**config.mk**
```make
export PLATFORM = sky130hd
export DESIGN_NAME = selective_repeat_receive_window
export DESIGN_NICKNAME = d
export VERILOG_FILES = /design/src/rtl/srrw_pkg.sv /design/src/rtl/selective_repeat_receive_window.sv /design/src/rtl/srrw_ctrl.sv /design/src/rtl/srrw_datapath.sv
export VERILOG_INCLUDE_DIRS = /design/src /design/src/rtl
export SDC_FILE = /design/constraint.sdc
export NUM_CORES = 1
export LEC_CHECK = 0
export BUFFER_PORTS_ARGS = -buffer_cell sky130_fd_sc_hd__buf_4
export CORE_MARGIN = 5
export CORE_UTILIZATION = 59
export CTS_CLUSTER_SIZE = 16
export DETAILED_ROUTE_END_ITERATION = 10
export PLACE_DENSITY = 0.76
export SYNTH_ARGS = -nofsm -noshare
export SYNTH_HDL_FRONTEND = slang
export SYNTH_SLANG_ARGS = --single-unit
```
**constraint.sdc**
```tcl
create_clock -name clock -period 7.1 [get_ports clock]
set_input_delay 0.71 -clock clock [delete_from_list [all_inputs] [get_ports clock]]
set_output_delay 0.71 -clock clock [all_outputs]
set_load 0.02 [all_outputs]
```
**src/rtl/selective_repeat_receive_window_defines.svh**
```systemverilog
// Assertion helpers used by the receive window datapath.
// Both expect signals named clock and reset in the module that uses them.
`ifndef SELECTIVE_REPEAT_RECEIVE_WINDOW_DEFINES_SVH
`define SELECTIVE_REPEAT_RECEIVE_WINDOW_DEFINES_SVH

// Same-cycle implication, checked outside reset.
`define SRRW_ASSERT_IMPLY(name, ante, cons) \
   name: assert property (@(posedge clock) disable iff (reset) (ante) |-> (cons)) \
      else $error("receive window check failed");

// Next-cycle implication, checked outside reset.
`define SRRW_ASSERT_NEXT(name, ante, cons) \
   name: assert property (@(posedge clock) disable iff (reset) (ante) |=> (cons)) \
      else $error("receive window check failed");

`endif

```
**src/rtl/srrw_pkg.sv**
```systemverilog
`timescale 1ns / 1ps
`default_nettype none
package srrw_pkg;

   localparam int SRRW_RECV_SLOTS_DEF = 16;

   localparam int OP_W   = 2;
   localparam int SEQ_W  = 8;
   localparam int DATA_W = 64;
   localparam int WIN_W  = 5;

   localparam logic [OP_W-1:0] OP_DATA    = 2'd0;
   localparam logic [OP_W-1:0] OP_PROBE   = 2'd1;
   localparam logic [OP_W-1:0] OP_TIMEOUT = 2'd2;
   localparam logic [OP_W-1:0] OP_READ    = 2'd3;

   localparam logic [SEQ_W-1:0] SEQ_FIRST = 8'd1;
   localparam logic [SEQ_W-1:0] SEQ_LAST  = 8'd255;

   // Commands from the controller to the datapath.
   typedef struct packed {
      logic load;         // capture the request transaction
      logic store_first;  // store the in-order frame at the write index
      logic sweep_step;   // deliver one more buffered frame
      logic sweep_end;    // close the sweep and ack
      logic ooo_locate;   // compute the window slot of an out-of-order frame
      logic ooo_read;     // read the tag of that slot
      logic ooo_end;      // buffer it if new, send the duplicate ack
      logic probe_ack;    // echo the probe
      logic timeout_ack;  // re-ack after the window reopened
      logic read_end;     // hand the oldest delivered word out
      logic emit_none;    // empty result
   } cmd_type;

   // Status from the datapath to the controller.
   typedef struct packed {
      logic [OP_W-1:0] op;
      logic            in_order;
      logic            timeout_go;
      logic            read_avail;
      logic            sweep_more;
   } status_type;

   function automatic logic [SEQ_W-1:0] seq_next(input logic [SEQ_W-1:0] s);
      return (s == SEQ_LAST) ? SEQ_FIRST : s + SEQ_W'(1);
   endfunction

   function automatic logic [SEQ_W-1:0] seq_prev(input logic [SEQ_W-1:0] s);
      return (s == SEQ_FIRST) ? SEQ_LAST : s - SEQ_W'(1);
   endfunction

endpackage
`default_nettype wire

```
**src/rtl/selective_repeat_receive_window.sv**
```systemverilog
`timescale 1ns / 1ps
`default_nettype none
// Selective-repeat receive window for one connection. Raise start with
// req_op/req_seq_num/req_payload while busy is low; the transaction is taken
// at that clock edge. Every transaction produces exactly one result, shown
// for a single cycle with rsp_valid high; the receiver cannot stall it, so
// capture it on that edge or lose it. Result fields read zero when their own
// valid bit (rsp_ack_valid, rsp_read_valid) is low. busy drops in the cycle
// the result is shown, so the next transaction may start then.
// Probe, timeout and a read with nothing delivered end at decode; any other
// read waits on the registered data memory read; an out-of-order or rejected
// data frame goes through locate and tag check; an in-order data frame is
// stored, then the sweep delivers the m buffered frames behind it (0 to
// RECV_SLOTS-1), walking the slot tag memory one slot per cycle through its
// single registered read port. Sequence numbers run 1..255 and skip 0; after
// reset the window expects 1 and advertises RECV_SLOTS free slots.
module selective_repeat_receive_window
   import srrw_pkg::*;
#(
   parameter int RECV_SLOTS = SRRW_RECV_SLOTS_DEF
) (
   input  wire logic              clock,
   input  wire logic              reset,
   input  wire logic              start,
   output logic                   busy,
   input  wire logic [OP_W-1:0]   req_op,
   input  wire logic [SEQ_W-1:0]  req_seq_num,
   input  wire logic [DATA_W-1:0] req_payload,
   output logic                   rsp_valid,
   output logic                   rsp_ack_valid,
   output logic [SEQ_W-1:0]       rsp_ack_seq,
   output logic [WIN_W-1:0]       rsp_ack_window,
   output logic                   rsp_read_valid,
   output logic [DATA_W-1:0]      rsp_read_data
);

   // command and status between sequencer and window datapath
   cmd_type    cmd;
   status_type status;

   // Sequence each transaction: decode, then sweep, locate or read where the op needs it.
   srrw_ctrl u_ctrl (
      .clock  (clock),
      .reset  (reset),
      .start  (start),
      .busy   (busy),
      .status (status),
      .cmd    (cmd)
   );

   // Hold the window state, the slot memories and the result registers.
   srrw_datapath #(
      .RECV_SLOTS (RECV_SLOTS)
   ) u_datapath (
      .clock          (clock),
      .reset          (reset),
      .cmd            (cmd),
      .status         (status),
      .req_op         (req_op),
      .req_seq_num    (req_seq_num),
      .req_payload    (req_payload),
      .rsp_valid      (rsp_valid),
      .rsp_ack_valid  (rsp_ack_valid),
      .rsp_ack_seq    (rsp_ack_seq),
      .rsp_ack_window (rsp_ack_window),
      .rsp_read_valid (rsp_read_valid),
      .rsp_read_data  (rsp_read_data)
   );

endmodule
`default_nettype wire

```
**src/rtl/srrw_ctrl.sv**
```systemverilog
`timescale 1ns / 1ps
`default_nettype none
module srrw_ctrl
   import srrw_pkg::*;
(
   input  wire logic       clock,
   input  wire logic       reset,
   input  wire logic       start,
   output logic            busy,
   input  wire status_type status,
   output cmd_type         cmd
);

   localparam logic [2:0] S_IDLE      = 3'd0;
   localparam logic [2:0] S_DECODE    = 3'd1;
   localparam logic [2:0] S_SWEEP     = 3'd2;
   localparam logic [2:0] S_OOO_ADDR  = 3'd3;
   localparam logic [2:0] S_OOO_CHECK = 3'd4;
   localparam logic [2:0] S_READ_WAIT = 3'd5;

   logic [2:0] state_ff;
   logic [2:0] state_in;

   always_comb begin
      cmd      = '0;
      state_in = state_ff;
      unique case (state_ff)
         S_IDLE: begin
            if (start) begin
               cmd.load = 1'b1;
               state_in = S_DECODE;
            end
         end
         S_DECODE: begin
            unique case (status.op)
               OP_DATA: begin
                  if (status.in_order) begin
                     cmd.store_first = 1'b1;
                     state_in        = S_SWEEP;
                  end else begin
                     cmd.ooo_locate = 1'b1;
                     state_in       = S_OOO_ADDR;
                  end
               end
               OP_PROBE: begin
                  cmd.probe_ack = 1'b1;
                  state_in      = S_IDLE;
               end
               OP_TIMEOUT: begin
                  cmd.timeout_ack = status.timeout_go;
                  cmd.emit_none   = !status.timeout_go;
                  state_in        = S_IDLE;
               end
               OP_READ: begin
                  if (status.read_avail) begin
                     state_in = S_READ_WAIT;
                  end else begin
                     cmd.emit_none = 1'b1;
                     state_in      = S_IDLE;
                  end
               end
               default: state_in = S_IDLE;
            endcase
         end
         S_SWEEP: begin
            if (status.sweep_more) begin
               cmd.sweep_step = 1'b1;
            end else begin
               cmd.sweep_end = 1'b1;
               state_in      = S_IDLE;
            end
         end
         S_OOO_ADDR: begin
            cmd.ooo_read = 1'b1;
            state_in     = S_OOO_CHECK;
         end
         S_OOO_CHECK: begin
            cmd.ooo_end = 1'b1;
            state_in    = S_IDLE;
         end
         S_READ_WAIT: begin
            cmd.read_end = 1'b1;
            state_in     = S_IDLE;
         end
         default: state_in = S_IDLE;
      endcase
   end

   always_ff @(posedge clock) begin
      if (reset) begin
         state_ff <= S_IDLE;
      end else begin
         state_ff <= state_in;
      end
   end

   assign busy = (state_ff != S_IDLE);

endmodule
`default_nettype wire

```
**src/rtl/srrw_datapath.sv**
```systemverilog
`timescale 1ns / 1ps
`default_nettype none
`include "selective_repeat_receive_window_defines.svh"
module srrw_datapath
   import srrw_pkg::*;
#(
   parameter int RECV_SLOTS = SRRW_RECV_SLOTS_DEF
) (
   input  wire logic              clock,
   input  wire logic              reset,
   input  wire cmd_type           cmd,
   output status_type             status,
   input  wire logic [OP_W-1:0]   req_op,
   input  wire logic [SEQ_W-1:0]  req_seq_num,
   input  wire logic [DATA_W-1:0] req_payload,
   output logic                   rsp_valid,
   output logic                   rsp_ack_valid,
   output logic [SEQ_W-1:0]       rsp_ack_seq,
   output logic [WIN_W-1:0]       rsp_ack_window,
   output logic                   rsp_read_valid,
   output logic [DATA_W-1:0]      rsp_read_data
);

   localparam int IDX_W  = (RECV_SLOTS > 1) ? $clog2(RECV_SLOTS) : 1;
   localparam int CNT_W  = $clog2(RECV_SLOTS + 1);
   localparam int DIST_W = SEQ_W + 1;
   localparam logic [IDX_W-1:0]  IDX_LAST   = IDX_W'(RECV_SLOTS - 1);
   localparam logic [CNT_W-1:0]  SLOTS_CNT  = CNT_W'(RECV_SLOTS);
   localparam logic [IDX_W:0]    SLOTS_WIDE = (IDX_W + 1)'(RECV_SLOTS);
   localparam logic [DIST_W-1:0] SEQ_SPAN   = DIST_W'(255);

   // captured transaction
   logic [OP_W-1:0]   op_ff, op_in;
   logic [SEQ_W-1:0]  seq_ff, seq_in;
   logic [DATA_W-1:0] payload_ff, payload_in;

   // window state
   logic [SEQ_W-1:0]      expected_ff, expected_in;
   logic [IDX_W-1:0]      write_index_ff, write_index_in;
   logic [IDX_W-1:0]      read_index_ff, read_index_in;
   logic [CNT_W-1:0]      free_ff, free_in;
   logic                  was_full_ff, was_full_in;
   logic [RECV_SLOTS-1:0] slot_valid_ff, slot_valid_in;

   // sweep and out-of-order working registers
   logic [IDX_W-1:0] sweep_idx_ff, sweep_idx_in;
   logic [CNT_W-1:0] sweep_cnt_ff, sweep_cnt_in;
   logic [SEQ_W-1:0] last_seq_ff, last_seq_in;
   logic [IDX_W-1:0] ooo_idx_ff, ooo_idx_in;
   logic             ooo_hit_ff, ooo_hit_in;

   // slot memories
   logic [SEQ_W-1:0]  tag_mem  [RECV_SLOTS];
   logic [DATA_W-1:0] data_mem [RECV_SLOTS];
   logic [SEQ_W-1:0]  tag_rd_ff;
   logic [DATA_W-1:0] data_rd_ff;
   logic              mem_we;
   logic [IDX_W-1:0]  mem_waddr;
   logic [IDX_W-1:0]  tag_raddr;

   // result registers
   logic              rsp_valid_ff, rsp_valid_in;
   logic              ack_valid_ff, ack_valid_in;
   logic [SEQ_W-1:0]  ack_seq_ff, ack_seq_in;
   logic [WIN_W-1:0]  ack_window_ff, ack_window_in;
   logic              read_valid_ff, read_valid_in;
   logic [DATA_W-1:0] read_data_ff, read_data_in;

   logic [IDX_W-1:0]        write_next, sweep_next, read_next;
   logic [SEQ_W-1:0]        sweep_want;
   logic [DIST_W-1:0]       dist_raw, seq_gap;
   logic [IDX_W:0]          ooo_sum;
   logic [WIN_W+CNT_W-1:0]  free_ext;
   logic                    ooo_new;

   assign write_next = (write_index_ff == IDX_LAST) ? '0 : write_index_ff + IDX_W'(1);
   assign sweep_next = (sweep_idx_ff == IDX_LAST) ? '0 : sweep_idx_ff + IDX_W'(1);
   assign read_next  = (read_index_ff == IDX_LAST) ? '0 : read_index_ff + IDX_W'(1);
   assign sweep_want = seq_next(last_seq_ff);

   // distance from the expected number, modulo the 255 live numbers
   assign dist_raw = {1'b0, seq_ff} - {1'b0, expected_ff};
   assign seq_gap  = dist_raw[DIST_W-1] ? dist_raw + SEQ_SPAN : dist_raw;
   assign ooo_sum  = {1'b0, write_index_ff} + seq_gap[IDX_W:0];
   assign free_ext = {{WIN_W{1'b0}}, free_ff};
   assign ooo_new  = ooo_hit_ff && !(slot_valid_ff[ooo_idx_ff] && (tag_rd_ff == seq_ff));

   always_comb begin
      status.op         = op_ff;
      status.in_order   = (seq_ff == expected_ff) && (free_ff != '0);
      status.timeout_go = was_full_ff && (free_ff != '0);
      status.read_avail = (free_ff != SLOTS_CNT);
      status.sweep_more = (sweep_cnt_ff != SLOTS_CNT) && (free_ff != '0) &&
                          slot_valid_ff[sweep_idx_ff] && (tag_rd_ff == sweep_want);
   end

   always_comb begin
      op_in          = op_ff;
      seq_in         = seq_ff;
      payload_in     = payload_ff;
      expected_in    = expected_ff;
      write_index_in = write_index_ff;
      read_index_in  = read_index_ff;
      free_in        = free_ff;
      was_full_in    = was_full_ff;
      slot_valid_in  = slot_valid_ff;
      sweep_idx_in   = sweep_idx_ff;
      sweep_cnt_in   = sweep_cnt_ff;
      last_seq_in    = last_seq_ff;
      ooo_idx_in     = ooo_idx_ff;
      ooo_hit_in     = ooo_hit_ff;
      mem_we         = 1'b0;
      mem_waddr      = write_index_ff;
      rsp_valid_in   = cmd.sweep_end | cmd.ooo_end | cmd.probe_ack | cmd.timeout_ack |
                       cmd.read_end | cmd.emit_none;
      ack_valid_in   = 1'b0;
      ack_seq_in     = '0;
      ack_window_in  = '0;
      read_valid_in  = 1'b0;
      read_data_in   = '0;

      if (cmd.load) begin
         op_in      = req_op;
         seq_in     = req_seq_num;
         payload_in = req_payload;
      end

      if (cmd.store_first) begin
         mem_we                        = 1'b1;
         slot_valid_in[write_index_ff] = 1'b1;
         free_in                       = free_ff - CNT_W'(1);
         was_full_in                   = was_full_ff | (free_ff == CNT_W'(1));
         last_seq_in                   = seq_ff;
         sweep_idx_in                  = write_next;
         sweep_cnt_in                  = CNT_W'(1);
      end

      if (cmd.sweep_step) begin
         free_in      = free_ff - CNT_W'(1);
         was_full_in  = was_full_ff | (free_ff == CNT_W'(1));
         last_seq_in  = sweep_want;
         sweep_idx_in = sweep_next;
         sweep_cnt_in = sweep_cnt_ff + CNT_W'(1);
      end

      if (cmd.sweep_end) begin
         write_index_in = sweep_idx_ff;
         expected_in    = sweep_want;
         ack_valid_in   = 1'b1;
         ack_seq_in     = last_seq_ff;
         ack_window_in  = free_ext[WIN_W-1:0];
      end

      if (cmd.ooo_locate) begin
         ooo_hit_in = (seq_ff != '0) && (seq_gap < {{(DIST_W-CNT_W){1'b0}}, free_ff});
         ooo_idx_in = (ooo_sum >= SLOTS_WIDE) ? IDX_W'(ooo_sum - SLOTS_WIDE) :
                                                ooo_sum[IDX_W-1:0];
      end

      if (cmd.ooo_end) begin
         if (ooo_new) begin
            mem_we                    = 1'b1;
            mem_waddr                 = ooo_idx_ff;
            slot_valid_in[ooo_idx_ff] = 1'b1;
         end
         ack_valid_in  = 1'b1;
         ack_seq_in    = seq_prev(expected_ff);
         ack_window_in = free_ext[WIN_W-1:0];
      end

      if (cmd.probe_ack) begin
         ack_valid_in  = 1'b1;
         ack_seq_in    = seq_ff;
         ack_window_in = free_ext[WIN_W-1:0];
      end

      if (cmd.timeout_ack) begin
         was_full_in   = 1'b0;
         ack_valid_in  = 1'b1;
         ack_seq_in    = seq_prev(expected_ff);
         ack_window_in = free_ext[WIN_W-1:0];
      end

      if (cmd.read_end) begin
         slot_valid_in[read_index_ff] = 1'b0;
         read_index_in                = read_next;
         free_in                      = free_ff + CNT_W'(1);
         read_valid_in                = 1'b1;
         read_data_in                 = data_rd_ff;
      end
   end

   always_comb begin
      if (cmd.ooo_read) begin
         tag_raddr = ooo_idx_ff;
      end else if (cmd.store_first) begin
         tag_raddr = write_next;
      end else begin
         tag_raddr = sweep_next;
      end
   end

   always_ff @(posedge clock) begin
      if (mem_we) begin
         tag_mem[mem_waddr]  <= seq_ff;
         data_mem[mem_waddr] <= payload_ff;
      end
      tag_rd_ff  <= tag_mem[tag_raddr];
      data_rd_ff <= data_mem[read_index_ff];
   end

   always_ff @(posedge clock) begin
      if (reset) begin
         expected_ff    <= SEQ_FIRST;
         write_index_ff <= '0;
         read_index_ff  <= '0;
         free_ff        <= SLOTS_CNT;
         was_full_ff    <= 1'b0;
         slot_valid_ff  <= '0;
         rsp_valid_ff   <= 1'b0;
      end else begin
         expected_ff    <= expected_in;
         write_index_ff <= write_index_in;
         read_index_ff  <= read_index_in;
         free_ff        <= free_in;
         was_full_ff    <= was_full_in;
         slot_valid_ff  <= slot_valid_in;
         rsp_valid_ff   <= rsp_valid_in;
      end
   end

   always_ff @(posedge clock) begin
      op_ff         <= op_in;
      seq_ff        <= seq_in;
      payload_ff    <= payload_in;
      sweep_idx_ff  <= sweep_idx_in;
      sweep_cnt_ff  <= sweep_cnt_in;
      last_seq_ff   <= last_seq_in;
      ooo_idx_ff    <= ooo_idx_in;
      ooo_hit_ff    <= ooo_hit_in;
      ack_valid_ff  <= ack_valid_in;
      ack_seq_ff    <= ack_seq_in;
      ack_window_ff <= ack_window_in;
      read_valid_ff <= read_valid_in;
      read_data_ff  <= read_data_in;
   end

   assign rsp_valid      = rsp_valid_ff;
   assign rsp_ack_valid  = ack_valid_ff;
   assign rsp_ack_seq    = ack_seq_ff;
   assign rsp_ack_window = ack_window_ff;
   assign rsp_read_valid = read_valid_ff;
   assign rsp_read_data  = read_data_ff;

   `SRRW_ASSERT_IMPLY(a_free_bound, 1'b1, free_ff <= SLOTS_CNT)
   `SRRW_ASSERT_IMPLY(a_expected_live, 1'b1, expected_ff != '0)
   `SRRW_ASSERT_NEXT(a_result_single_cycle, rsp_valid_ff, !rsp_valid_ff)
   `SRRW_ASSERT_IMPLY(a_read_not_ack, rsp_valid_ff && read_valid_ff, !ack_valid_ff)

endmodule
`default_nettype wire

```
==> run metrics <==
# rows=111; Tmin final=5.214 ns; GRT Util Overall=0.2558; post-DP HPWL=63790 um; P_sw=0.003436 W; area of the die=98720 um^2; commonest non-fill, non-tap cell in the layout=edfxtp_1; most used cell, CP=nand4_1; Achievable Freq=191.8 MHz; Flop pwr share=0.558; Port-buffer cells=157; die width=314.2 um; Netlist cell types=70; Post-CTS Resized=0; Reg2Reg Setup Slack=1.89 ns; power share of the combinational group=0.017; Worst-Skew Late Latency=0.76 ns; Sw Share=0.2035; largest net degree at the start of global routing=141; Max Slew Vio Count=0; Area contributors post-synth=edfxtp_1 69%, mux4_2 14%, dfxtp_1 7.1%; Clock Pin Slew Worst Setup and Hold Paths=0.06 ns; top_reg_cell synth=edfxtp_1; Worst R2R Start=u_datapath.seq_ff[5]; placed cells=3977; Synth Instances=2668; share of post-route cells with drive strength above 1=0.2729; outcome=complete, no violations; commonest non-fill, non-tap cells in the layout=1248 x edfxtp_1, 330 x mux4_2, 207 x buf_4, 188 x dfxtp_1, 145 x clkbuf_16; Hold Path Depth=1; initial antenna violation count=3; ys async rst share=0; Iter 0 DRT Violations=3763; vias per inst=6.521; Area Overhead vs Synth=13.36%; Synth top area share=0.6864; starting density of the core=0.5947; Crit path max-delay family=simple AND/OR/NAND/NOR gates; crit path cell chain=ha_1, nand4_1, nor3_1, and2_1, nand2_2, a31oi_4, buf_4, mux2_2, o221ai_1, nand4_1; critical path peak fanout=34; Layout Cells excl Fill=4238; worst slew pin tran=1.311 ns; crit path launch type=flip-flop; Slew headroom=0.1238; Mapped Area=54590 um^2; FF-to-FF End=u_datapath.tag_rd_ff[5]; # clock sinks=1441; Root Buffer=clkbuf_16; critical path class=flip-flop to flip-flop; final number of hold-violating endpoints=0; CTS Hold Bufs=0; final setup violation count=0; Critical Path Max Stage Delay=0.87 ns; post-synth top area cell=edfxtp_1; Layout Nets=2988; sequential cell area fraction in the yosys report=0.7572; Critical Path AT=5.82 ns; Ys Warns=0; Hold WS=0.1317 ns; Syn Nets=2780; first-pass GRT wire length=186800 um; RSZ-0062 raised after global routing=false; crit end category=flip-flop; TritonCTS clock tree=yes; TritonCTS Buffers=140; Post-DRT Antenna Nets=0; Pwr per Cell Area=272.9 nW/um^2; clock share of power=0.426; hold path start=req_payload[24]; Power Total=0.01689 W; Worst Skew=0.03022 ns; vias post-DR=27638; Critical Path Slowest Stage Cell=a31oi_4; Bufs and invs on worst path=1; P_int=0.01345 W; worst setup margin=1.886 ns; Post-route DRC=0; TNS Setup=0 ns; I/O Pins=158; vias in the first global route=28736; register bit total from synthesis=1441; Max-Cap Viols=0; FF-to-FF path depth=10; Clock Tree Buf Depth=3; die height=314.2 um; post-CTS setup buffer count=0; Worst VDD drop=0.0002635 V; GR Overflow Total=0; Routed Wire Length=124900 um; Mapped Avg Cell Area=20.46 um^2; worst hold path type=input pin to flip-flop; LEAKAGE=20.05 nW; worst path required time=7.71 ns; Core ar.=91800 um^2; CTS H-tree depth=4; Final period util=0.7344; Final Wtd Congestion=0.8648; sink of the worst hold path=u_datapath.payload_ff[24]; fillers=5539; pre-CTS WS=2.002 ns; WL/cell=29.48 um; Post-synth EDFFs=1248; DR pass1 iterations=8
worst register-to-register path, stage by stage, from the launching register on:
cell	delay, ns
edfxtp_1	0.70
ha_1	0.54
nand4_1	0.20
nor3_1	0.62
and2_1	0.47
nand2_2	0.57
a31oi_4	0.88
buf_4	0.43
mux2_2	0.38
o221ai_1	0.19
nand4_1	0.11
sequential cells by signal, summed over array words and instances (netlist names), 2 cells and up:
signal                     cells
u_ctrl.state_ff                3
u_datapath.data_mem         1024
u_datapath.data_rd_ff         64
u_datapath.expected_ff         8
u_datapath.free_ff             5
u_datapath.last_seq_ff         8
u_datapath.ooo_idx_ff          4
u_datapath.op_ff               2
u_datapath.payload_ff         64
u_datapath.read_index_ff       4
u_datapath.rsp_ack_seq         8
u_datapath.rsp_ack_window      5
u_datapath.rsp_read_data      64
u_datapath.seq_ff              8
u_datapath.slot_valid_ff      16
u_datapath.sweep_cnt_ff        5
u_datapath.sweep_idx_ff        4
u_datapath.tag_mem           128
u_datapath.tag_rd_ff           8
u_datapath.write_index_ff      4
how the worst max path moves through the flow:
stage,from,endpoint,cells after the start
final,u_datapath.seq_ff[5],u_datapath.tag_rd_ff[5],10
after global routing,u_datapath.seq_ff[5],u_datapath.tag_rd_ff[1],10
after CTS,u_datapath.seq_ff[5],u_datapath.tag_rd_ff[5],10
after detailed placement,u_datapath.seq_ff[5],u_datapath.tag_rd_ff[2],10
after global placement,u_datapath.seq_ff[5],u_datapath.tag_rd_ff[1],10
after floorplan,u_datapath.ooo_idx_ff[0],u_datapath.data_mem[4][0],7
kinds of logic (layout without fill, tap and decap cells):
kind of cell	after synthesis	count (layout)	share of synthesized area
fa+ha+maj	35	35	0.008296
xor+xnor	43	43	0.007242
mux	389	389	0.1475
compound gates	238	238	0.03413
simple gates	341	341	0.03234
flops	1441	1441	0.7572
buf+inv	181	507	0.01325
other cells	0	1	0
synthesized netlist by cell type (3+ instances only):
master / instances
edfxtp_1: 1248
mux4_2: 330
dfxtp_1: 193
clkbuf_1: 93
and3_1: 72
nor2_1: 71
nand2_1: 63
a21oi_1: 49
nand3_1: 48
a221o_1: 40
buf_1: 37
a221oi_1: 34
inv_1: 34
ha_1: 33
mux2i_1: 33
mux2_2: 26
xnor2_1: 22
xor2_1: 20
a21o_1: 19
o21ai_0: 18
nor3_1: 16
o221ai_1: 16
nand4_1: 15
a311oi_1: 14
nor2b_1: 14
buf_2: 11
and2_1: 10
a31oi_1: 7
o21a_1: 7
nor4_1: 5
buf_4: 4
a41o_1: 3
nor4b_1: 3
or2_2: 3
or3_1: 3
per-stage QoR:
| step | area (um^2) | utilization |
|---|---|---|
| 2_1_floorplan | 54590 | - |
| 3_3_place_gp | 57390 | 0.6252 |
| 3_5_place_dp | 57390 | 0.6252 |
| 4_1_cts | 61880 | 0.6741 |
| 5_1_grt | 61880 | 0.6741 |
| 6_report | 61890 | 0.6741 |
per-layer routing:
layer  vias to the layer above  GRT usage  part of all wire
li1                      11451          -                 -
met1                     14381     0.3415              0.37
met2                      1570     0.4432              0.53
met3                       236    0.04364             0.078
met4                         0    0.07203             0.024
met5                         -          0                 0
power groups by stage:
stage / Sequential, W / Clock, W / Combinational [W]
floorplan: 0.00955 / 0 / 0.000154
global placement: 0.00958 / 0 / 0.000272
detailed placement: 0.00959 / 0 / 0.000277
CTS: 0.00941 / 0.00731 / 0.000281
global route: 0.00943 / 0.00770 / 0.000303
finish: 0.00942 / 0.00719 / 0.000280
final cells by class:
cell class / instances / area [um^2] / share of cell area
antenna: 1 / 2.502 / 0.00004044
clock buffer: 199 / 3983 / 0.06435
clock inverter: 61 / 510.5 / 0.008249
inverter: 34 / 127.6 / 0.002062
multi-input combinational: 1046 / 12680 / 0.2049
sequential: 1441 / 41360 / 0.6682
tap: 1243 / 1555 / 0.02513
timing repair buffer: 213 / 1674 / 0.02705
Power figures use the tool's default switching activity.
